===== config.mk =====
export PLATFORM = sky130hd
export DESIGN_NAME = npcs_out
export DESIGN_NICKNAME = d
export VERILOG_FILES = /design/src/rtl/nearest_palette_color_search_defines.svh /design/src/rtl/npcs_pkg.sv /design/src/rtl/npcs_out.sv
export SDC_FILE = /design/constraint.sdc
export NUM_CORES = 1
export LEC_CHECK = 0
export BUFFER_PORTS_ARGS = -buffer_cell sky130_fd_sc_hd__buf_2
export CAP_MARGIN = 30
export CORE_ASPECT_RATIO = 0.7
export CORE_MARGIN = 2
export CORE_UTILIZATION = 25
export CTS_CLUSTER_DIAMETER = 80
export CTS_CLUSTER_SIZE = 12
export DETAILED_ROUTE_END_ITERATION = 10
export GPL_TIMING_DRIVEN = 0
export SLEW_MARGIN = 20
export SYNTH_ARGS = -nofsm -noshare
export SYNTH_HDL_FRONTEND = slang
export SYNTH_SLANG_ARGS = --single-unit
export TNS_END_PERCENT = 5

===== constraint.sdc =====
create_clock -name clk_i -period 3.3 [get_ports clk_i]
set_input_delay 0.165 -clock clk_i [delete_from_list [all_inputs] [get_ports clk_i]]
set_output_delay 0.165 -clock clk_i [all_outputs]
set_load 0.01 [all_outputs]

===== src/rtl/nearest_palette_color_search_defines.svh =====
// Assertion macros shared by the RTL.
`ifndef NEAREST_PALETTE_COLOR_SEARCH_DEFINES_SVH
`define NEAREST_PALETTE_COLOR_SEARCH_DEFINES_SVH

`ifndef SYNTHESIS
`define NPCS_ASSERT_IMPLIES(lbl, ante, cons, msg) \
  lbl: assert property (@(posedge clk_i) disable iff (!rst_ni) (ante) |-> (cons)) \
    else $error(msg);
`define NPCS_ASSERT_NEXT(lbl, ante, cons, msg) \
  lbl: assert property (@(posedge clk_i) disable iff (!rst_ni) (ante) |=> (cons)) \
    else $error(msg);
`else
`define NPCS_ASSERT_IMPLIES(lbl, ante, cons, msg)
`define NPCS_ASSERT_NEXT(lbl, ante, cons, msg)
`endif

`endif


===== src/rtl/npcs_pkg.sv =====
package npcs_pkg;

  localparam int unsigned PaletteEntries = 256;
  localparam int unsigned IdxW           = 8;
  localparam int unsigned CountW         = 9;
  localparam int unsigned DistW          = 18;
  localparam int unsigned SqW            = 16;
  localparam logic [DistW-1:0] MaxDist   = 18'd260100;

  typedef enum logic {
    OpWrite = 1'b0,
    OpMap   = 1'b1
  } op_e;

  typedef enum logic {
    RegPaletteCount = 1'b0,
    RegUseAlpha     = 1'b1
  } reg_e;

  typedef struct packed {
    logic [7:0] alpha;
    logic [7:0] blue;
    logic [7:0] green;
    logic [7:0] red;
  } rgba_t;

  typedef struct packed {
    op_e             op;
    logic [IdxW-1:0] idx;
    rgba_t           pix;
    logic [IdxW-1:0] best_idx;
    logic [DistW-1:0] best_dist;
    logic [DistW-1:0] cand_dist;
  } stage_t;

  function automatic logic [SqW-1:0] sq_diff(input logic [7:0] x, input logic [7:0] y);
    logic [7:0] d;
    d = (x > y) ? (x - y) : (y - x);
    return 16'(d) * 16'(d);
  endfunction

  function automatic logic [DistW-1:0] distance(input rgba_t e, input rgba_t p,
                                                input logic use_alpha);
    logic [DistW-1:0] sum;
    sum = 18'(sq_diff(e.red, p.red)) + 18'(sq_diff(e.green, p.green))
        + 18'(sq_diff(e.blue, p.blue));
    if (use_alpha) begin
      sum = sum + 18'(sq_diff(e.alpha, p.alpha));
    end
    return sum;
  endfunction

  // Fold the distance of entry j into the running best.
  function automatic stage_t fold_best(input stage_t s, input logic [IdxW-1:0] j,
                                       input logic [CountW-1:0] count);
    stage_t r;
    r = s;
    if ((j == '0) || ((9'(j) < count) && (s.cand_dist < s.best_dist))) begin
      r.best_idx  = j;
      r.best_dist = s.cand_dist;
    end
    return r;
  endfunction

endpackage


===== src/rtl/npcs_out.sv =====
module npcs_out #(
  parameter int unsigned PALETTE_ENTRIES = npcs_pkg::PaletteEntries
) (
  input  logic                          clk_i,
  input  logic                          rst_ni,
  input  logic [npcs_pkg::CountW-1:0]   count_i,
  input  logic                          valid_i,
  input  npcs_pkg::stage_t              stage_i,
  input  logic                          out_ready_i,
  output logic                          en_o,
  output logic                          out_valid_o,
  output logic [npcs_pkg::IdxW-1:0]     best_index_o,
  output logic [npcs_pkg::DistW-1:0]    best_distance_o
);

  localparam logic [npcs_pkg::IdxW-1:0] LastIdx = 8'(PALETTE_ENTRIES - 1);

  npcs_pkg::stage_t              fin;
  logic                          out_valid_q, out_valid_d;
  logic [npcs_pkg::IdxW-1:0]     best_index_q;
  logic [npcs_pkg::DistW-1:0]    best_distance_q;

  assign en_o        = !out_valid_q || out_ready_i;
  assign fin         = npcs_pkg::fold_best(stage_i, LastIdx, count_i);
  assign out_valid_d = valid_i && (stage_i.op == npcs_pkg::OpMap);

  always_ff @(posedge clk_i or negedge rst_ni) begin
    if (!rst_ni) begin
      out_valid_q <= 1'b0;
    end else if (en_o) begin
      out_valid_q <= out_valid_d;
    end
  end

  always_ff @(posedge clk_i) begin
    if (en_o) begin
      best_index_q    <= fin.best_idx;
      best_distance_q <= fin.best_dist;
    end
  end

  assign out_valid_o     = out_valid_q;
  assign best_index_o    = best_index_q;
  assign best_distance_o = best_distance_q;

endmodule


# After elaboration in Yosys (flattened, before gate mapping)
# Cells that the tools add are included.
# Widths: inputs -> output; s select.
[word_totals] regBits=27 inputBits=98 out_inout_bits=28
[op_classes] n_lt_le_gt_ge=2 n_mux=1 reduce_logical=4
[op_table] operator="$lt 18x18->1" n=1
[op_table] operator="$mux 18" n=1
[op_table] operator="$lt 8x9->1 const A" n=1
[op_table] operator="$logic_and 1x1->1" n=2
[op_table] operator="$logic_not 1->1" n=1
[op_table] operator="$logic_or 1x1->1" n=1

# Depth between registers and ports, before layout
# Gate-level depths: netlist of the first run.
[logic_depth] depth_word=3 mapped_depth=10

# Least setup slack after synthesis of the first run
# Ideal clock, no wire load.
[synth_timing] kind="input port to flip-flop" from="input stage_i[25] in the netlist's numbering" to="register best_distance_q (netlist bit best_distance_o[10]) (data pin)" setup_time_ns=0.267 t_arrival_ns=1.686 slack_ns=1.347 path_stages=9 path_buffers=2 cell_sequence="inv_1 > ha_1 > a211oi_2 > nor2_1 > or3_1 > buf_6 > clkbuf_1 > o211ai_1 > o211ai_2"
[synth_lines] element="from (decl)" line_no="npcs_out.sv:8" text="input npcs_pkg::stage_t stage_i,"
[synth_lines] element="to (signal assigned)" line_no="npcs_out.sv:38" text="best_distance_q <= fin.best_dist;"
[synth_lines] element="to (decl)" line_no="npcs_out.sv:21" text="logic [npcs_pkg::DistW-1:0] best_distance_q;"

==> impl_metrics.tcl, run 1 <==
set metrics [dict create \
    dr.first_iter.drc_count 67 \
    clkTransAtPathRegs_ns 0.11 \
    io_pins 126 \
    worstPathCellList "buf_2 > inv_1 > ha_1 > a211oi_2 > nor2_1 > or3_1 > buf_6 > clkbuf_1 > o211ai_1 > o211ai_2" \
    hold_end "out_valid_o$_DFFE_PN0P_" \
    worst-path-buf-inv 4 \
    synth_cell_types 28 \
    clk_latency_ns 0.28 \
    finalHoldViolCount 0 \
    dpl.hpwl_um 3980 \
    period_share 0.616 \
    cp-start-kind "input pin" \
    finalCriticalPeriod_ns 2.03 \
    fin_setup_tns_ns 0 \
    grt_pass1_vias 1544 \
    tightest_slew_ns 0.720 \
    wl_um 5130 \
    clockRootBuffer "clkbuf_8" \
    skew_ns 0.0110 \
    clock_path_buffers 2 \
    yosysSeqAreaShare 0.429 \
    mappedNetlistNets 297 \
    arrival_ns 2.07 \
    avgSynthCellArea_um2 10.3 \
    setup_viol_count_final 0 \
    cap_violations 0 \
    n_fill_cell 770 \
    start_util 0.258 \
    drt-pass1-iter-count 4 \
    cp.required_ns 3.34 \
    area_growth_pct 30.3 \
    whs_path_depth 3 \
    syn_area_um2 1880 \
    cts_buffers 3 \
    cts_resized 0 \
    ff_latch_area_um2 806 \
    clock_sinks 27 \
    ir_worst_vdd_v 0.000166 \
    hold_slack_ns 0.0861 \
    cts_tree "built" \
    fmax_mhz 492 \
    io_buffer_count 77 \
    synthCells 182 \
    synth-seq-cells 27 \
    overflow 0 \
    layout_common_cells "buf_2 (78), nand2_1 (40), edfxtp_1 (26)" \
    gp_congestion 0.707 \
    grt_start_max_net_pins 29 \
    min_from "stage_i[84]" \
    antenna_found_initial 0 \
    hold_path_class "input pin to flop" \
    slew_viol_final 0 \
    critPathMaxStageDelay_ns 0.36 \
    path_class "input pin to flop" \
    fp.dieW_um 108 \
    reg2reg_from "out_valid_o$_DFFE_PN0P_" \
    multiInputGateArea_um2 926 \
    end_kind "flop" \
    antennaDiodeCount 0 \
    rsz0062_at_grt "no" \
    yosysWarnings 0 \
    relSlewSlack 0.520 \
    status "completed" \
    layout_commonest_cell "buf_2" \
    drive_gt1_frac 0.386 \
    rrSetupSlack_ns 1.99 \
    drtAntennaViolNets 0 \
    gr-usage-all-layers 0.123 \
    avgRoutedWirePerCell_um 14.2 \
    core_um2 7290 \
    cts_max_level 1 \
    rr_endpoint "best_distance_o[0]$_DFFE_PP_" \
    slowest_stage "or3_1" \
    drcViolationCount 0 \
    nNetsFinal 380 \
    power.leakage_nw 1.12 \
    p_per_area_nw_per_um2 355 \
    crit_fanout 10 \
    cp_top_family "compound AO/OA/AOI/OAI gates" \
    die-area_um2 8230 \
    via_per_inst 4.49 \
    rows 26 \
    power_mw 0.867 \
    worst-r2r-cell-count 1 \
    grt_pass1_wl_um 7900 \
    vias 1627 \
    die_y_um 76.5 \
]
## final cells by class
type,count,share of cell area
multi-input combinational,125,0.379
sequential,27,0.329
timing repair buffer,78,0.162
tap,98,0.0501
buffer,11,0.0312
inverter,19,0.0292
clock buffer,3,0.0169
clock inverter,1,0.00307
## worst max-delay path by stage
stage / depth (start not counted) / endpoint / start
finish: 10 / best_distance_o[10]$_DFFE_PP_ / stage_i[25]
global route: 9 / best_distance_o[7]$_DFFE_PP_ / stage_i[29]
CTS: 10 / best_distance_o[15]$_DFFE_PP_ / stage_i[34]
detailed placement: 10 / best_distance_o[9]$_DFFE_PP_ / stage_i[34]
global placement: 8 / best_distance_o[7]$_DFFE_PP_ / stage_i[34]
floorplan: 9 / best_distance_o[10]$_DFFE_PP_ / stage_i[25]
## Yosys cell counts (all sizes together)
cell type	n	area (µm²)
nand4	2	12.5
a21o	1	7.51
dfrtp	1	25.0
o2111ai	1	8.76
o21a	2	15.0
o21ai	2	10.0
buf	5	53.8
o2111a	1	11.3
or3	1	6.26
a211oi	3	27.5
nor3	2	20.0
o211ai	36	330
nand2	40	150
a41oi	1	8.76
o21bai	8	60.1
edfxtp	26	781
clkbuf	6	22.5
ha	17	213
nand3	1	5.00
and3	1	6.26
a21oi	3	15.0
nor2	1	3.75
inv	19	71.3
nand2b	2	12.5
## registers in the layout, summed over array words and instances, names as in the netlist
signal	count
best_distance_o	18
out_valid_o	1
best_index_o	8
## where the power goes
| part | total (mW) | leakage, nW | internal (mW) | switching [mW] |
|---|---|---|---|---|
| registers | 0.433 | 0.278 | 0.424 | 0.00890 |
| clock network | 0.200 | 0.0217 | 0.0858 | 0.114 |
| logic | 0.234 | 0.821 | 0.0997 | 0.135 |
## metal layers
metal	global-route usage	part of all wire	up-vias
met1	0.174	0.49	726
li1	-	-	839
met5	0	0	-
met2	0.184	0.42	60
met4	0.0141	0.0025	0
met3	0.0453	0.092	2
## repair_timing
action,4_1_cts,5_1_grt
setup buffers,0,0
hold endpoints to repair,1,0
hold buffers,1,0
## worst min-delay path, stage by stage
cell and delay (ns):
buf_2 0.07, nand2_1 0.04, nand2_1 0.05
## kinds of logic (layout without fill, tap and decap cells)
group           after synthesis  count (layout)  synth area share
compound gates               58              58             0.263
fa+ha+maj                    17              17             0.113
buf+inv                      30             112            0.0787
flops                        27              27             0.429
simple gates                 50              50             0.115
## stage by stage
step	instance area (µm²)	setup slack, ns	instances	utilization
2_1_floorplan	1880	1.35	182	-
3_3_place_gp	2380	0.967	357	0.327
3_5_place_dp	2390	0.946	357	0.328
4_1_cts	2450	1.24	362	0.336
5_1_grt	2450	1.07	362	0.336
6_report	2450	1.27	362	0.336
(Power assumes the default switching activity.)
==> run 2: changes to the inputs <==
- ABC_AREA: unset -> 1
- clock period: 3.3 -> 2.1 ns (I/O delays scaled with it)
==> run 2 against run 1 <==
- synthesized area decreased by 6.6%
- die area shrank 6.3%
- hold slack worse by 0.061 ns
- sequential cell count unchanged
- setup slack got worse by 0.79 ns
- sequential share of layout area up 1.8 points
- largest power group unchanged
==> impl_metrics.tcl, run 2 <==
set metrics [dict create \
    finalCriticalPeriod_ns 1.62 \
    dp_slack_ns 0.170 \
    area_growth_pct 32.2 \
    grt_start_max_net_pins 29 \
    relSlewSlack 0.525 \
    gp_congestion 0.745 \
    clkTransAtPathRegs_ns 0.10 \
    crit_fanout 10 \
    cp-startpoint "stage_i[17]" \
    fmax_mhz 617 \
    antenna_found_initial 0 \
    setup_viol_count_final 0 \
    synthCells 194 \
    worst-r2r-cell-count 1 \
    fp.dieW_um 104 \
    reg2reg_from "out_valid_o$_DFFE_PN0P_" \
    core_um2 6760 \
    path_class "input pin to flop" \
    dpl.hpwl_um 3410 \
    post_cts_buffers 0 \
    endpoint "best_distance_o[12]$_DFFE_PP_" \
    n_fill_cell 770 \
    yosys-top-cells-area "edfxtp_1 (45%), nand2_1 (13%), ha_1 (12%), inv_1 (7.9%), nand4_1 (6.4%)" \
    yosysTopAreaCell "edfxtp_1" \
    syn_area_um2 1750 \
    synth_most_common_cell "nand2_1" \
    yosysSeqAreaShare 0.460 \
    dr.first_iter.drc_count 50 \
    finalHoldViolCount 0 \
    mappedNetlistNets 309 \
    nNetsFinal 392 \
    clockRootBuffer "clkbuf_8" \
    cap_violations 0 \
    gr-usage-all-layers 0.122 \
    io_pins 126 \
    drtAntennaViolNets 0 \
    ys_top_cells_by_count "nand2_1 (61), inv_1 (37), edfxtp_1 (26), nand4_1 (18), ha_1 (17)" \
    power.leakage_nw 1.27 \
    avgRoutedWirePerCell_um 12.0 \
    clk_latency_ns 0.28 \
    skew_ns 0.00576 \
    p_per_area_nw_per_um2 580 \
    ir_worst_vdd_v 0.000251 \
    rsz0062_at_grt "no" \
    synth_top_area_share 0.445 \
    grt_pass1_wl_um 7330 \
    rrSetupSlack_ns 0.80 \
    vias 1531 \
    cts_buffers 3 \
    yosysWarnings 0 \
    tightest_slew_ns 0.709 \
    antennaDiodeCount 0 \
    synth_edf_count 26 \
    cts_resized 0 \
    synth_ff_type "edfxtp_1" \
    cp-start-kind "input pin" \
    synth_cell_types 19 \
    avgSynthCellArea_um2 9.04 \
    clock_sinks 27 \
    clock_path_buffers 2 \
    period_share 0.772 \
    status "completed" \
    overflow 0 \
    die-area_um2 7710 \
    arrival_ns 1.66 \
    cts_tree "built" \
    rows 25 \
    io_buffer_count 77 \
    layout_commonest_cell "buf_2" \
    slew_viol_final 0 \
    via_per_inst 4.14 \
    largest_reg_flops 18 \
    drt-pass1-iter-count 4 \
    cts_hold_buf 1 \
    synth-seq-cells 27 \
    fin_setup_tns_ns 0 \
    async_reset_ff_frac 0.0370 \
    end_kind "flop" \
    grt_pass1_vias 1572 \
    wl_um 4450 \
    start_util 0.259 \
    drive_gt1_frac 0.384 \
    drcViolationCount 0 \
    cts_max_level 1 \
    cp.required_ns 2.14 \
    hold_path_class "input pin to flop" \
    rr_endpoint "best_distance_o[8]$_DFFE_PP_" \
    layout_common_cells "buf_2 (80), nand2_1 (60), inv_1 (37)" \
    die_y_um 74.1 \
    setup_ws_ns 0.480 \
]
[run 2: cells by family (layout without fill, tap and decap cells)]
group | after synthesis | in the layout | share of synthesized area
AND/OR/NAND/NOR | 102 | 102 | 0.288
flip-flops | 27 | 27 | 0.460
AO/OA/AOI/OAI | 6 | 6 | 0.0250
adder cells (fa/ha/maj) | 17 | 17 | 0.121
buffers and inverters | 42 | 124 | 0.106
[run 2: power by group]
part	total (mW)	switching, mW	internal [mW]
logic	0.354	0.203	0.150
registers	0.680	0.0139	0.666
clock network	0.311	0.176	0.135
total	1.35	0.394	0.951
[run 2: area by class of cell]
class,count,area [µm²],share of cell area
inverters,37,139,0.0599
multi-input cells,125,764,0.330
well taps,94,118,0.0508
repair buffers,78,395,0.171
clock buffers,3,41.3,0.0178
plain buffers,5,46.3,0.0200
clock inverters,1,7.51,0.00324
flip-flops and latches,27,806,0.348
[run 2: through the flow]
stage	total power, mW	cells	utilization	hold WS (ns)	area [µm²]
2_1_floorplan	0.896	194	-	-0.191	1750
3_3_place_gp	1.04	365	0.334	-0.119	2260
3_5_place_dp	1.05	365	0.334	-0.119	2260
4_1_cts	1.37	370	0.343	0.00804	2320
5_1_grt	1.44	370	0.343	0.0125	2320
6_report	1.35	370	0.343	0.0254	2320
[run 2: how the worst min path moves through the flow]
stage,start,to,slack [ns],cells past startpoint
2_1_floorplan,rst_ni,out_valid_o$_DFFE_PN0P_,-0.19,0
3_3_place_gp,rst_ni,out_valid_o$_DFFE_PN0P_,-0.12,1
3_5_place_dp,rst_ni,out_valid_o$_DFFE_PN0P_,-0.12,1
4_1_cts,stage_i[84],out_valid_o$_DFFE_PN0P_,0.008,3
5_1_grt,stage_i[84],out_valid_o$_DFFE_PN0P_,0.01,3
6_report,valid_i,out_valid_o$_DFFE_PN0P_,0.03,3
[run 2: layer usage]
| layer | track usage | routed length (µm) | up-vias |
|---|---|---|---|
| li1 | - | - | 794 |
| met1 | 0.153 | 2140 | 684 |
| met2 | 0.201 | 1890 | 51 |
| met3 | 0.0482 | 378 | 2 |
| met4 | 0.0330 | 40 | 0 |
| met5 | 0 | 0 | - |
[run 2: worst max-delay path, cell delays in order]
cell and delay [ns]:
buf_2 0.12, ha_1 0.32, nand2_2 0.11, inv_1 0.04
nand2_1 0.06, nand2_1 0.08, a21oi_4 0.33, nand3_4 0.20
buf_12 0.20, nand2_2 0.05, nand2_1 0.05
==> run 3: changes to the inputs <==
- clock period: 2.1 -> 1.65 ns (I/O delays scaled with it)
==> run 3 against run 2 <==
- register-to-register slack worse by 0.24 ns
- combinational power is 31% higher
- non-clock buffer count is 5 higher
- cell count is 1.4% higher
- cell area is 2.1% higher
- critical endpoint unchanged
==> impl_metrics.tcl, run 3 (synthesized netlist as in run 2, its figures left out) <==
set metrics [dict create \
    use_met1 0.154 \
    layout_commonest_cell "buf_2" \
    relSlewSlack 0.731 \
    grt_pass1_vias 1592 \
    finalHoldViolCount 0 \
    grtUsageMet3 0.0473 \
    hold_slack_ns 0.0530 \
    rows 25 \
    cp-start-kind "input pin" \
    hold_path_class "input pin to flop" \
    p_per_area_nw_per_um2 731 \
    drtAntennaViolNets 0 \
    area_growth_pct 34.9 \
    crit_fanout 10 \
    period_share 0.917 \
    end_kind "flop" \
    n_fill_cell 770 \
    wl_um 4500 \
    fp.dieW_um 104 \
    dpl.hpwl_um 3410 \
    arrival_ns 1.56 \
    critPathMaxStageDelay_ns 0.32 \
    largest_reg_flops 18 \
    setup_viol_count_final 0 \
    avgRoutedWirePerCell_um 12.0 \
    power.leakage_nw 1.30 \
    nNetsFinal 397 \
    grt.busiest_layer "met2" \
    drive_gt1_frac 0.388 \
    grt_start_max_net_pins 29 \
    skew_ns 0.00367 \
    power_mw 1.73 \
    fin_setup_tns_ns 0 \
    start_util 0.259 \
    cts_buffers 3 \
    fmax_mhz 661 \
    cts_tree "built" \
    rsz0062_at_grt "yes" \
    slew_viol_final 0 \
    antenna_found_initial 0 \
    grt_use_met2 0.205 \
    antennaDiodeCount 0 \
    cp.required_ns 1.69 \
    setup_ws_ns 0.137 \
    tightest_slew_ns 0.404 \
    io_buffer_count 77 \
    dr.first_iter.drc_count 57 \
    drt-pass1-iter-count 4 \
    dp_slack_ns -0.258 \
    clkTransAtPathRegs_ns 0.10 \
    clock_path_buffers 2 \
    worstPathCellList "buf_2 > ha_1 > nand2_1 > inv_1 > nor2_1 > nand2_1 > a21oi_4 > nand3_4 > buf_12 > nand2_2 > nand2_1" \
    cap_violations 0 \
    gr-usage-all-layers 0.123 \
    finalCriticalPeriod_ns 1.51 \
    vias 1549 \
    crit_path_frequent_cell "nand2_1" \
    drcViolationCount 0 \
    io_pins 126 \
    clockRootBuffer "clkbuf_8" \
    ir_worst_vdd_v 0.000319 \
    die-area_um2 7710 \
    grt_pass1_wl_um 7420 \
    slowest_stage "ha_1" \
    layout_common_cells "buf_2 (80), nand2_1 (60), inv_1 (37)" \
    clock_sinks 27 \
    gp_congestion 0.745 \
    die_y_um 74.1 \
    status "completed" \
    overflow 0 \
    clk_latency_ns 0.28 \
    core_um2 6760 \
    path_class "input pin to flop" \
    cts_max_level 1 \
    via_per_inst 4.13 \
]
run 3: cell count changes in the layout (fill, tap and decap cells not counted):
cell and change:
buf_4 +3, nand2_4 +1, nand2_2 -1, dlygate4sd3_1 +2
run 3: critical path: cells and delay by family:
kind / cells / cell delay [ns]
compound gates: 1 / 0.25
simple gates: 6 / 0.54
buf+inv: 3 / 0.36
fa+ha+maj: 1 / 0.32
run 3: area by class of cell:
type                            instances  area, µm²  area share
Buffer                                  5       46.3      0.0196
Multi-Input combinational cell        125        769       0.325
Tap cell                               94        118      0.0497
Timing Repair Buffer                   83        438       0.185
Inverter                               37        139      0.0587
Sequential cell                        27        806       0.341
Clock inverter                          1       7.51     0.00317
Clock buffer                            3       41.3      0.0175
run 3: repair_timing:
action,CTS,global route
hold buffers,3,0
hold endpoints to repair,2,0
endpoints found under the setup margin,0,13
setup buffers,0,3
resized for setup,0,1
run 3: path summary, 6_finish.rpt:
kind,startpoint,to,slack (ns),cells past startpoint
worst min register to register,out_valid_o$_DFFE_PN0P_,out_valid_o$_DFFE_PN0P_,0.82,2
worst max-delay path,stage_i[17],best_distance_o[12]$_DFFE_PP_,0.14,11
worst min-delay path,stage_i[37],best_index_o[1]$_SDFFCE_PP1P_,0.05,3
min in group asynchronous,rst_ni,out_valid_o$_DFFE_PN0P_,0.09,2
worst max register to register,out_valid_o$_DFFE_PN0P_,best_distance_o[7]$_DFFE_PP_,0.56,1
max in group asynchronous,rst_ni,out_valid_o$_DFFE_PN0P_,1.48,2
run 3: per-stage QoR:
stage	cells	instance area, µm²	utilization
after CTS	372	2340	0.346
after floorplan	194	1750	-
after global placement	365	2260	0.334
final	375	2360	0.350
after global routing	375	2360	0.350
after detailed placement	365	2260	0.334
run 3: where the power goes:
part | internal (mW) | switching (mW) | total (mW) | leakage (nW)
registers | 0.847 | 0.0185 | 0.866 | 0.278
logic | 0.203 | 0.262 | 0.465 | 0.996
clock network | 0.172 | 0.227 | 0.399 | 0.0217
total | 1.22 | 0.507 | 1.73 | 1.30
run 3: per-layer routing:
| layer | part of all wire | routed length, µm |
|---|---|---|
| met4 | 0.0089 | 40 |
| met1 | 0.47 | 2120 |
| met2 | 0.43 | 1950 |
| met5 | 0 | 0 |
| met3 | 0.087 | 393 |
