File: config.mk
export PLATFORM = sky130hd
export DESIGN_NAME = npcs_cell
export DESIGN_NICKNAME = d
export VERILOG_FILES = /design/src/rtl/nearest_palette_color_search_defines.svh /design/src/rtl/npcs_pkg.sv /design/src/rtl/npcs_cell.sv
export SDC_FILE = /design/constraint.sdc
export NUM_CORES = 1
export LEC_CHECK = 0
export BUFFER_PORTS_ARGS = -buffer_cell sky130_fd_sc_hd__buf_4
export CAP_MARGIN = 5
export CORE_MARGIN = 2
export CORE_UTILIZATION = 38
export DETAILED_ROUTE_END_ITERATION = 6
export PLACE_DENSITY_LB_ADDON = 0.05
export SLEW_MARGIN = 20
export SYNTH_ARGS = -nofsm -noshare
export SYNTH_HDL_FRONTEND = slang
export SYNTH_SLANG_ARGS = --single-unit
File: constraint.sdc
create_clock -name clk_i -period 23.4 [get_ports clk_i]
set_input_delay 2.34 -clock clk_i [delete_from_list [all_inputs] [get_ports clk_i]]
set_output_delay 2.34 -clock clk_i [all_outputs]
set_load 0.05 [all_outputs]
File: src/rtl/nearest_palette_color_search_defines.svh
// Assertion macros shared by the RTL.
`ifndef NEAREST_PALETTE_COLOR_SEARCH_DEFINES_SVH
`define NEAREST_PALETTE_COLOR_SEARCH_DEFINES_SVH

`ifndef SYNTHESIS
`define NPCS_ASSERT_IMPLIES(lbl, ante, cons, msg) \
  lbl: assert property (@(posedge clk_i) disable iff (!rst_ni) (ante) |-> (cons)) \
    else $error(msg);
`define NPCS_ASSERT_NEXT(lbl, ante, cons, msg) \
  lbl: assert property (@(posedge clk_i) disable iff (!rst_ni) (ante) |=> (cons)) \
    else $error(msg);
`else
`define NPCS_ASSERT_IMPLIES(lbl, ante, cons, msg)
`define NPCS_ASSERT_NEXT(lbl, ante, cons, msg)
`endif

`endif

File: src/rtl/npcs_pkg.sv
package npcs_pkg;

  localparam int unsigned PaletteEntries = 256;
  localparam int unsigned IdxW           = 8;
  localparam int unsigned CountW         = 9;
  localparam int unsigned DistW          = 18;
  localparam int unsigned SqW            = 16;
  localparam logic [DistW-1:0] MaxDist   = 18'd260100;

  typedef enum logic {
    OpWrite = 1'b0,
    OpMap   = 1'b1
  } op_e;

  typedef enum logic {
    RegPaletteCount = 1'b0,
    RegUseAlpha     = 1'b1
  } reg_e;

  typedef struct packed {
    logic [7:0] alpha;
    logic [7:0] blue;
    logic [7:0] green;
    logic [7:0] red;
  } rgba_t;

  typedef struct packed {
    op_e             op;
    logic [IdxW-1:0] idx;
    rgba_t           pix;
    logic [IdxW-1:0] best_idx;
    logic [DistW-1:0] best_dist;
    logic [DistW-1:0] cand_dist;
  } stage_t;

  function automatic logic [SqW-1:0] sq_diff(input logic [7:0] x, input logic [7:0] y);
    logic [7:0] d;
    d = (x > y) ? (x - y) : (y - x);
    return 16'(d) * 16'(d);
  endfunction

  function automatic logic [DistW-1:0] distance(input rgba_t e, input rgba_t p,
                                                input logic use_alpha);
    logic [DistW-1:0] sum;
    sum = 18'(sq_diff(e.red, p.red)) + 18'(sq_diff(e.green, p.green))
        + 18'(sq_diff(e.blue, p.blue));
    if (use_alpha) begin
      sum = sum + 18'(sq_diff(e.alpha, p.alpha));
    end
    return sum;
  endfunction

  // Fold the distance of entry j into the running best.
  function automatic stage_t fold_best(input stage_t s, input logic [IdxW-1:0] j,
                                       input logic [CountW-1:0] count);
    stage_t r;
    r = s;
    if ((j == '0) || ((9'(j) < count) && (s.cand_dist < s.best_dist))) begin
      r.best_idx  = j;
      r.best_dist = s.cand_dist;
    end
    return r;
  endfunction

endpackage

File: src/rtl/npcs_cell.sv
module npcs_cell #(
  parameter int unsigned ENTRY_IDX = 0
) (
  input  logic                          clk_i,
  input  logic                          rst_ni,
  input  logic                          en_i,
  input  logic [npcs_pkg::CountW-1:0]   count_i,
  input  logic                          use_alpha_i,
  input  logic                          valid_i,
  input  npcs_pkg::stage_t              stage_i,
  output logic                          valid_o,
  output npcs_pkg::stage_t              stage_o
);

  localparam logic [npcs_pkg::IdxW-1:0] EntryIdx = 8'(ENTRY_IDX);
  localparam logic [npcs_pkg::IdxW-1:0] PrevIdx  = 8'(ENTRY_IDX - 1);

  npcs_pkg::rgba_t  entry_q, entry_d;
  npcs_pkg::stage_t stage_q, stage_d;
  logic             valid_q;

  always_comb begin
    entry_d = entry_q;
    if (valid_i && (stage_i.op == npcs_pkg::OpWrite) && (stage_i.idx == EntryIdx)) begin
      entry_d = stage_i.pix;
    end
  end

  always_comb begin
    stage_d = stage_i;
    if (ENTRY_IDX != 0) begin
      stage_d = npcs_pkg::fold_best(stage_i, PrevIdx, count_i);
    end
    stage_d.cand_dist = npcs_pkg::distance(entry_q, stage_i.pix, use_alpha_i);
  end

  always_ff @(posedge clk_i or negedge rst_ni) begin
    if (!rst_ni) begin
      valid_q <= 1'b0;
    end else if (en_i) begin
      valid_q <= valid_i;
    end
  end

  always_ff @(posedge clk_i) begin
    if (en_i) begin
      stage_q <= stage_d;
      entry_q <= entry_d;
    end
  end

  assign valid_o = valid_q;
  assign stage_o = stage_q;

endmodule

### Word-level counts from Yosys, hierarchy flattened

Cells that the tools add are included.

| word-level totals | value |
|---|---|
| output and inout bits | 86 |
| register bits after elaboration | 118 |
| bits of input ports | 99 |
| word-level logic and storage cells | 43 |

| operators by class | value |
|---|---|
| mux-type cells | 5 |
| reduce and logical (&&, ||, !) cells | 4 |
| order comparisons | 4 |
| bitwise logic cells | 1 |
| multipliers | 4 |
| add/subtract/negate cells | 11 |

Operators with widths:

| operator | number |
|---|---|
| 8-bit by 8-bit multiplier with 16-bit output | 4 |
| 8-bit subtractor | 8 |
| 8-bit > comparator | 4 |
| 8-bit 2-to-1 mux | 4 |
| 17-bit by 16-bit adder with 18-bit output | 1 |
| 18-bit by 16-bit adder with 18-bit output | 1 |
| 18-bit 2-to-1 mux | 1 |
| 16-bit by 16-bit adder with 17-bit output | 1 |
| 8-bit logical NOT | 1 |
| 1-bit logical AND | 2 |
| 2-bit AND reduction | 1 |
| 1-bit NOT | 1 |

### Longest topological paths before layout

Gate-level depths: netlist of run 1.

| depth | value |
|---|---|
| depth after elaboration | 7 |
| depth in mapped cells | 45 |
| gate-level depth less buffers | 45 |

### Worst setup path after synthesis of run 1

Ideal clock, no wire load.

| timing path | value |
|---|---|
| path type | input to register |
| from | in stage_i[44] (netlist name) |
| to | reg stage_q, in the netlist stage_o[17] (data pin) |
| stages on the path | 42 |
| library setup time | 0.260 ns |
| arrival time | 12.680 ns |
| data required time | 23.140 ns |
| slack | 10.461 ns |
| path buffers | 1 |
| cells stage by stage | ha_1 inv_1 fa_1 a21o_1 a21o_1 a21oi_1 nor2b_1 o311a_1 buf_2 mux2i_1 xnor2_1 nand2b_1 fa_1 fa_1 fa_1 fa_1 inv_1 fa_1 [6 not listed] o21bai_1 xnor2_1 fa_1 fa_1 inv_1 fa_1 inv_1 fa_1 inv_1 ha_1 o21a_1 o31a_1 nor4_1 or4_1 nand3_1 a41oi_1 mux2i_1 xnor2_1 |

RTL lines:

| element | RTL line | text |
|---|---|---|
| start, declared | npcs_cell.sv:10 | `input npcs_pkg::stage_t stage_i,` |
| end signal, assigned | npcs_cell.sv:47 | `stage_q <= stage_d;` |
| end, declared | npcs_cell.sv:19 | `npcs_pkg::stage_t stage_q, stage_d;` |

==> impl_results.html, run 1 <==
<table>
<tr><th>Metric</th><th>Value</th></tr>
<tr><th colspan="2">Detailed routing</th></tr>
<tr><td>Met2 routed WL</td><td>13500 µm</td></tr>
<tr><td>Uppermost layer routed</td><td>met4</td></tr>
<tr><td>Detailed Route Iter0 Violations</td><td>291</td></tr>
<tr><td>Total via count in the routed design</td><td>9404</td></tr>
<tr><td>Remaining routing DRC violations</td><td>0</td></tr>
<tr><td>Remaining antenna violation count after routing</td><td>0</td></tr>
<tr><td>Detailed Route WL</td><td>28500 µm</td></tr>
<tr><td>Detailed-routing wirelength on met1</td><td>13700 µm</td></tr>
<tr><td>Routed wire length per instance</td><td>14.3 µm</td></tr>
<tr><td>Detailed-router iteration count before antenna repair</td><td>5</td></tr>
<tr><td>Vias/cell</td><td>4.74</td></tr>
<tr><td>Met3 wire length</td><td>1050 µm</td></tr>
<tr><th colspan="2">Outcome</th></tr>
<tr><td>Status</td><td>completed</td></tr>
<tr><th colspan="2">Die</th></tr>
<tr><td>Starting Density</td><td>0.387</td></tr>
<tr><td>Count of standard-cell rows</td><td>69</td></tr>
<tr><td>Die W</td><td>195 µm</td></tr>
<tr><td>Die H</td><td>195 µm</td></tr>
<tr><td>Num ports</td><td>185</td></tr>
<tr><td>Core area</td><td>35700 µm²</td></tr>
<tr><td>Full die area</td><td>37900 µm²</td></tr>
<tr><th colspan="2">Yosys</th></tr>
<tr><td>Most frequent cells after synthesis</td><td>337 x inv_1, 179 x fa_1, 179 x ha_1</td></tr>
<tr><td>Synthesized net count</td><td>1792</td></tr>
<tr><td>Most frequently used cell type in the post-synthesis netlist</td><td>inv_1</td></tr>
<tr><td>Synth Warn #</td><td>0</td></tr>
<tr><td>Ys async rst share</td><td>0.00847</td></tr>
<tr><td>Summed instance area of the synthesized netlist</td><td>13800 µm²</td></tr>
<tr><td>Portion of the post-synthesis area used by sequential elements</td><td>0.256</td></tr>
<tr><td>Main flop type after synthesis</td><td>edfxtp_1</td></tr>
<tr><td>Library cell with the largest summed area after synthesis</td><td>fa_1</td></tr>
<tr><td>EDFF count, synth</td><td>117</td></tr>
<tr><td>Mean cell area of the mapped netlist</td><td>10.4 µm²</td></tr>
<tr><td>Fraction of synthesized cell area taken by the top area cell type</td><td>0.259</td></tr>
<tr><td>Dominant cells by area after synthesis</td><td>fa_1 26%, edfxtp_1 25%, ha_1 16%</td></tr>
<tr><td>Number of distinct library cell variants in the gate-level netlist after synthesis</td><td>61</td></tr>
<tr><td>Post-synthesis cell count</td><td>1335</td></tr>
<tr><td>Number of synthesized register bits</td><td>118</td></tr>
<tr><th colspan="2">Cells and area</th></tr>
<tr><td>Number of inserted filler cells in the final layout</td><td>3487</td></tr>
<tr><td>Share of layout cells above drive strength 1</td><td>0.148</td></tr>
<tr><td>Final net count</td><td>1969</td></tr>
<tr><td>N_diodes</td><td>0</td></tr>
<tr><td>Post-Layout Cell Count</td><td>1985</td></tr>
<tr><td>Area Growth Syn to Fin</td><td>17.0%</td></tr>
<tr><td>Core utilization of the finished layout</td><td>0.453</td></tr>
<tr><th colspan="2">CTS</th></tr>
<tr><td>Hold Buf Count CTS</td><td>0</td></tr>
<tr><td>Maximum buffer depth of the clock tree</td><td>2</td></tr>
<tr><td>Number of gates resized after CTS</td><td>0</td></tr>
<tr><td>Clk Tree Root Cell</td><td>clkbuf_16</td></tr>
<tr><td>Clock tree from TritonCTS</td><td>done</td></tr>
<tr><td>Number of levels the H-tree was split into</td><td>4</td></tr>
<tr><td>Num CTS Buffers</td><td>17</td></tr>
<tr><td>Sink count of the clock tree</td><td>118</td></tr>
<tr><td>Clk Latency, worst-skew pair</td><td>0.43 ns</td></tr>
<tr><td>Clock slew at the register clock pins of the worst setup and hold paths</td><td>0.06 ns</td></tr>
<tr><td>Post-CTS repair timing setup buffer count</td><td>0</td></tr>
<tr><th colspan="2">Worst hold path</th></tr>
<tr><td>Hold Crit Endpoint</td><td>valid_o</td></tr>
<tr><td>Worst Min Path Start</td><td>valid_o</td></tr>
<tr><td>Worst hold path depth</td><td>1</td></tr>
<tr><td>Worst hold path type</td><td>flip-flop to flip-flop</td></tr>
<tr><th colspan="2">STA</th></tr>
<tr><td>Actual slew at the worst max-slew pin</td><td>0.914 ns</td></tr>
<tr><td>Max-slew violations</td><td>0</td></tr>
<tr><td>Final Hold Vio Count</td><td>0</td></tr>
<tr><td>Peak Freq</td><td>73.6 MHz</td></tr>
<tr><td>Worst clock skew</td><td>0.0113 ns</td></tr>
<tr><td>Total negative setup slack</td><td>0 ns</td></tr>
<tr><td>Final count of negative-setup-slack endpoints</td><td>0</td></tr>
<tr><td>Final cycle utilization of the critical path</td><td>0.581</td></tr>
<tr><td>Setup repair after global routing missed its margin</td><td>no</td></tr>
<tr><td>Post-route minimum period</td><td>13.59 ns</td></tr>
<tr><td>Worst-case setup margin in the final layout</td><td>9.81 ns</td></tr>
<tr><td>Worst max-slew margin expressed relative to the limit</td><td>0.373</td></tr>
<tr><th colspan="2">Global routing</th></tr>
<tr><td>First-pass GRT wire length</td><td>48600 µm</td></tr>
<tr><td>Total Routing Usage GR</td><td>0.160</td></tr>
<tr><td>Via count of the first global-routing pass</td><td>9879</td></tr>
<tr><td>Maximum number of pins on one net before global-route repair</td><td>50</td></tr>
<tr><td>Grt total ovfl</td><td>0</td></tr>
<tr><td>Number of antenna violations at the first check in global routing</td><td>0</td></tr>
<tr><th colspan="2">Worst setup path</th></tr>
<tr><td>Kind of start point of the critical path</td><td>input port</td></tr>
<tr><td>CP endpoint kind</td><td>flip-flop</td></tr>
<tr><td>Kind of cell adding the most delay to the critical path</td><td>adder cells</td></tr>
<tr><td>Reg-to-Reg Start</td><td>entry_q[0]</td></tr>
<tr><td>Worst setup slack for register-to-register paths</td><td>11.38 ns</td></tr>
<tr><td>Arrival time of the worst setup path</td><td>13.77 ns</td></tr>
<tr><td>RR Endpoint</td><td>stage_o[17]</td></tr>
<tr><td>Largest stage delay, worst path</td><td>0.71 ns</td></tr>
<tr><td>Reg2Reg Depth</td><td>42</td></tr>
<tr><td>Dominant cell type by count on the critical path</td><td>fa_1</td></tr>
<tr><td>Critical Path Slowest Stage Cell</td><td>xnor2_1</td></tr>
<tr><td>Crit path kind</td><td>input port to flip-flop</td></tr>
<tr><td>Critical path fanouts, max</td><td>7</td></tr>
<tr><td>Required time reported for the critical path endpoint</td><td>23.58 ns</td></tr>
<tr><td>Bufs and invs on worst path</td><td>10</td></tr>
<tr><th colspan="2">Placed design</th></tr>
<tr><td>Dpl cells</td><td>1954</td></tr>
<tr><td>IO Port Bufs</td><td>157</td></tr>
<tr><td>Detailed Place HPWL</td><td>23900 µm</td></tr>
<tr><td>Gp weighted congestion</td><td>0.793</td></tr>
<tr><td>Setup slack after placement</td><td>9.31 ns</td></tr>
<tr><th colspan="2">Flow run</th></tr>
<tr><td>Max capacitance violation total</td><td>0</td></tr>
</table>
## registers in the layout, indices dropped and copies added (netlist names)
register  count
stage_o      85
entry_q      32
valid_o       1
## cells by family (layout without fill, tap and decap cells)
logic type	Yosys count	count (layout)	synth area share
simple gates	246	246	0.0840
fa+ha+maj	358	358	0.421
mux	31	31	0.0236
buf+inv	352	541	0.0964
compound gates	174	174	0.0815
xor+xnor	56	56	0.0376
flops	118	118	0.256
## layout by cell type (no fill, tap or decap), types with 3 or more instances in the layout
cell type and count:
a2111oi_0 3, a211o_1 3, a211oi_1 7, a21boi_0 6, a21o_1 35, a21oi_1 51, a221oi_1 3, a31o_2 3
a31oi_1 4, and2_1 5, and3_1 10, buf_4 173, clkbuf_16 17, clkinv_1 4, clkinvlp_4 6, edfxtp_1 117
fa_1 179, ha_1 179, inv_1 337, mux2_2 10, mux2i_1 20, nand2_1 47, nand2b_1 20, nand3_1 7
nand4_1 6, nor2_1 103, nor2b_1 10, nor3_1 12, o21a_1 7, o21ai_0 28, o21ai_1 3, o21bai_1 7
or2_1 4, or2_2 4, or3_1 4, xnor2_1 32, xnor2_2 3, xor2_1 20
## worst max path at each step
stage | end | startpoint | cells after the start | slack (ns)
CTS | stage_o[17] | stage_i[44] | 40 | 9.78
finish | stage_o[17] | stage_i[44] | 42 | 9.81
global placement | stage_o[17] | stage_i[44] | 40 | 9.32
global route | stage_o[17] | stage_i[44] | 40 | 9.17
floorplan | stage_o[17] | stage_i[44] | 42 | 10.46
detailed placement | stage_o[17] | stage_i[44] | 40 | 9.31
## stage by stage
stage               area (µm²)  hold slack (ns)
CTS                      16200            0.519
finish                   16200            0.515
global route             16200            0.549
floorplan                13800            0.867
global placement         15600            0.490
detailed placement       15600            0.505
## metal layers
layer,up-vias,global-route usage
li1,4619,-
met1,4628,0.220
met2,145,0.261
met3,12,0.0304
met4,0,0.0370
met5,-,0
## final cells by class
cell class                      count  area [µm²]  area share
Clock inverter                     14         113     0.00696
Timing Repair Buffer              173        1300      0.0803
Clock buffer                       17         425      0.0263
Inverter                          337        1260      0.0782
Tap cell                          461         577      0.0356
Sequential cell                   118        3540       0.219
Multi-Input combinational cell    865        8960       0.554
Power of run 1 is not shown: default switching activity piles up to over one toggle a cycle in this logic, so the estimate is an artifact.
==> run 2: changes to the inputs <==
==> constraint.sdc (replaced) <==
create_clock -name clk_i -period 12.7 [get_ports clk_i]
set_input_delay 1.27 -clock clk_i [delete_from_list [all_inputs] [get_ports clk_i]]
set_output_delay 1.27 -clock clk_i [all_outputs]
set_load 0.05 [all_outputs]
==> run 2 against run 1 <==
  * Setup slack got worse by 9.3 ns
  * Non-clock buffer count is 42 higher
  * Register-to-register slack worse by 10 ns
  * Flip-flop and latch count is the same
  * Critical endpoint unchanged
  * Worst hold slack worse by 0.0018 ns
  * Die area unchanged
==> impl_results.html, run 2 (synthesized netlist as in run 1, its figures left out) <==
<table>
<tr><th>Metric</th><th>Value</th></tr>
<tr><th colspan="2">Outcome</th></tr>
<tr><td>Status</td><td>completed (unchanged)</td></tr>
<tr><th colspan="2">Detailed routing</th></tr>
<tr><td>Total via count in the routed design</td><td>9603 (was 9404)</td></tr>
<tr><td>Remaining antenna violation count after routing</td><td>0 (unchanged)</td></tr>
<tr><td>Detailed Route WL</td><td>29400 µm (was 28500 µm)</td></tr>
<tr><td>Remaining routing DRC violations</td><td>0 (unchanged)</td></tr>
<tr><td>Vias/cell</td><td>4.74 (about the same)</td></tr>
<tr><td>Routed wire length per instance</td><td>14.5 µm (was 14.3 µm)</td></tr>
<tr><td>Detailed-router iteration count before antenna repair</td><td>5 (unchanged)</td></tr>
<tr><td>Detailed Route Iter0 Violations</td><td>425 (was 291)</td></tr>
<tr><th colspan="2">Cells and area</th></tr>
<tr><td>Number of inserted filler cells in the final layout</td><td>3410 (was 3487)</td></tr>
<tr><td>Top library cells by usage in the layout, fill and taps aside</td><td>337 x inv_1, 215 x buf_4, 179 x fa_1, 179 x ha_1, 117 x edfxtp_1 (was 337 x inv_1, 179 x fa_1, 179 x ha_1)</td></tr>
<tr><td>Final net count</td><td>2011 (was 1969)</td></tr>
<tr><td>Share of layout cells above drive strength 1</td><td>0.177 (was 0.148)</td></tr>
<tr><td>N_diodes</td><td>0 (unchanged)</td></tr>
<tr><td>Area Growth Syn to Fin</td><td>19.8% (was 17.0%)</td></tr>
<tr><td>Most frequent standard cell in the layout excluding fill and tap cells</td><td>inv_1 (unchanged)</td></tr>
<tr><td>Flip-flop count of the largest register after layout</td><td>85 (unchanged)</td></tr>
<tr><td>Post-Layout Cell Count</td><td>2028 (was 1985)</td></tr>
<tr><th colspan="2">Worst setup path</th></tr>
<tr><td>Kind of cell adding the most delay to the critical path</td><td>adder cells (unchanged)</td></tr>
<tr><td>CP endpoint kind</td><td>flip-flop (unchanged)</td></tr>
<tr><td>Reg2Reg Depth</td><td>44 (was 42)</td></tr>
<tr><td>CP Depth</td><td>44 (was 42)</td></tr>
<tr><td>Critical path fanouts, max</td><td>8 (was 7)</td></tr>
<tr><td>Arrival time of the worst setup path</td><td>12.38 ns (was 13.77 ns)</td></tr>
<tr><td>Dominant cell type by count on the critical path</td><td>fa_1 (unchanged)</td></tr>
<tr><td>Kind of start point of the critical path</td><td>input port (unchanged)</td></tr>
<tr><td>Crit path kind</td><td>input port to flip-flop (unchanged)</td></tr>
<tr><td>Bufs and invs on worst path</td><td>12 (was 10)</td></tr>
<tr><td>Worst setup slack for register-to-register paths</td><td>0.99 ns (was 11.38 ns)</td></tr>
<tr><td>Critical Path Slowest Stage Cell</td><td>or4_1 (was xnor2_1)</td></tr>
<tr><td>Required time reported for the critical path endpoint</td><td>12.89 ns (was 23.58 ns)</td></tr>
<tr><td>Largest stage delay, worst path</td><td>0.61 ns (was 0.71 ns)</td></tr>
<tr><th colspan="2">Global routing</th></tr>
<tr><td>Via count of the first global-routing pass</td><td>10000 (was 9879)</td></tr>
<tr><td>Maximum number of pins on one net before global-route repair</td><td>50 (unchanged)</td></tr>
<tr><td>First-pass GRT wire length</td><td>50400 µm (was 48600 µm)</td></tr>
<tr><td>Total Routing Usage GR</td><td>0.168 (was 0.160)</td></tr>
<tr><td>Grt total ovfl</td><td>0 (unchanged)</td></tr>
<tr><td>Number of antenna violations at the first check in global routing</td><td>0 (unchanged)</td></tr>
<tr><th colspan="2">STA</th></tr>
<tr><td>Final Hold Vio Count</td><td>0 (unchanged)</td></tr>
<tr><td>Peak Freq</td><td>82.1 MHz</td></tr>
<tr><td>Worst clock skew</td><td>0.0130 ns (was 0.0113 ns)</td></tr>
<tr><td>Final cycle utilization of the critical path</td><td>0.960</td></tr>
<tr><td>Final count of negative-setup-slack endpoints</td><td>0 (unchanged)</td></tr>
<tr><td>Worst max-slew margin expressed relative to the limit</td><td>0.520 (was 0.373)</td></tr>
<tr><td>Setup repair after global routing missed its margin</td><td>no (unchanged)</td></tr>
<tr><td>Total negative setup slack</td><td>0 ns (unchanged)</td></tr>
<tr><td>Actual slew at the worst max-slew pin</td><td>0.716 ns (was 0.914 ns)</td></tr>
<tr><td>Max-slew violations</td><td>0 (unchanged)</td></tr>
<tr><td>Post-route minimum period</td><td>12.19 ns</td></tr>
<tr><th colspan="2">Die</th></tr>
<tr><td>Full die area</td><td>37900 µm² (unchanged)</td></tr>
<tr><td>Core area</td><td>35700 µm² (unchanged)</td></tr>
<tr><td>Die H</td><td>195 µm (unchanged)</td></tr>
<tr><td>Num ports</td><td>185 (unchanged)</td></tr>
<tr><td>Starting Density</td><td>0.387 (unchanged)</td></tr>
<tr><td>Count of standard-cell rows</td><td>69 (unchanged)</td></tr>
<tr><td>Die W</td><td>195 µm (unchanged)</td></tr>
<tr><th colspan="2">Worst hold path</th></tr>
<tr><td>Worst hold path type</td><td>flip-flop to flip-flop (unchanged)</td></tr>
<tr><td>Worst hold path depth</td><td>1 (unchanged)</td></tr>
<tr><th colspan="2">CTS</th></tr>
<tr><td>Number of levels the H-tree was split into</td><td>4 (unchanged)</td></tr>
<tr><td>Clk Latency, worst-skew pair</td><td>0.44 ns (was 0.43 ns)</td></tr>
<tr><td>Hold Buf Count CTS</td><td>0 (unchanged)</td></tr>
<tr><td>Clock tree from TritonCTS</td><td>done (unchanged)</td></tr>
<tr><td>Clock slew at the register clock pins of the worst setup and hold paths</td><td>0.06 ns (about the same)</td></tr>
<tr><td>Num CTS Buffers</td><td>17 (unchanged)</td></tr>
<tr><td>Clk Tree Root Cell</td><td>clkbuf_16 (unchanged)</td></tr>
<tr><td>Maximum buffer depth of the clock tree</td><td>2 (unchanged)</td></tr>
<tr><td>Sink count of the clock tree</td><td>118 (unchanged)</td></tr>
<tr><th colspan="2">Placed design</th></tr>
<tr><td>Gp weighted congestion</td><td>0.819 (was 0.793)</td></tr>
<tr><td>Dpl cells</td><td>1995 (was 1954)</td></tr>
<tr><td>IO Port Bufs</td><td>157 (unchanged)</td></tr>
<tr><td>Detailed Place HPWL</td><td>24800 µm (was 23900 µm)</td></tr>
<tr><th colspan="2">Flow run</th></tr>
<tr><td>Max capacitance violation total</td><td>0 (unchanged)</td></tr>
</table>
-- run 2: timing repair --
item	CTS	global route
endpoints found under the setup margin	0	6
resized for setup	0	6
buffers inserted	0	1
hold endpoints to repair	0	0
-- run 2: final timing paths --
check,startpoint,endpoint
worst max-delay path,stage_i[44],stage_o[17]
worst min-delay path,valid_o,valid_o
worst max register to register,entry_q[0],stage_o[17]
worst min register to register,valid_o,valid_o
max in group asynchronous,rst_ni,valid_o
min in group asynchronous,rst_ni,valid_o
-- run 2: final cells by class --
type	count	area [µm²]	area share
Tap cell	461	577	0.0348
Clock inverter	15	154	0.00929
Inverter	337	1260	0.0763
Timing Repair Buffer	215	1610	0.0974
Clock buffer	17	425	0.0257
Multi-Input combinational cell	865	9000	0.543
Sequential cell	118	3540	0.214
-- run 2: through the flow --
stage / worst slack [ns] / util / hold WS (ns) / area (µm²)
finish: 0.513 / 0.464 / 0.514 / 16600
global route: 0.00112 / 0.464 / 0.539 / 16600
CTS: 0.327 / 0.463 / 0.519 / 16500
detailed placement: -0.144 / 0.446 / 0.504 / 16000
global placement: -0.0548 / 0.446 / 0.490 / 16000
floorplan: 0.831 / - / 0.867 / 13800
-- run 2: per-layer routing --
layer / part of all wire / global-route usage
met4: 0.0086 / 0.0382
met5: 0 / 0
met2: 0.47 / 0.270
met3: 0.037 / 0.0305
met1: 0.49 / 0.235
-- run 2: worst reg2reg max path, delay by kind of cell (launching register included) --
kind                     cells  cell delay [ns]
flip-flops                   1             0.39
AO/OA/AOI/OAI                7             1.37
adder cells (fa/ha/maj)     15             6.78
XOR/XNOR                     3             0.43
buffers and inverters       12             0.87
AND/OR/NAND/NOR              5             1.16
multiplexers                 2             0.42
Power of run 2 is left out for the same reason.
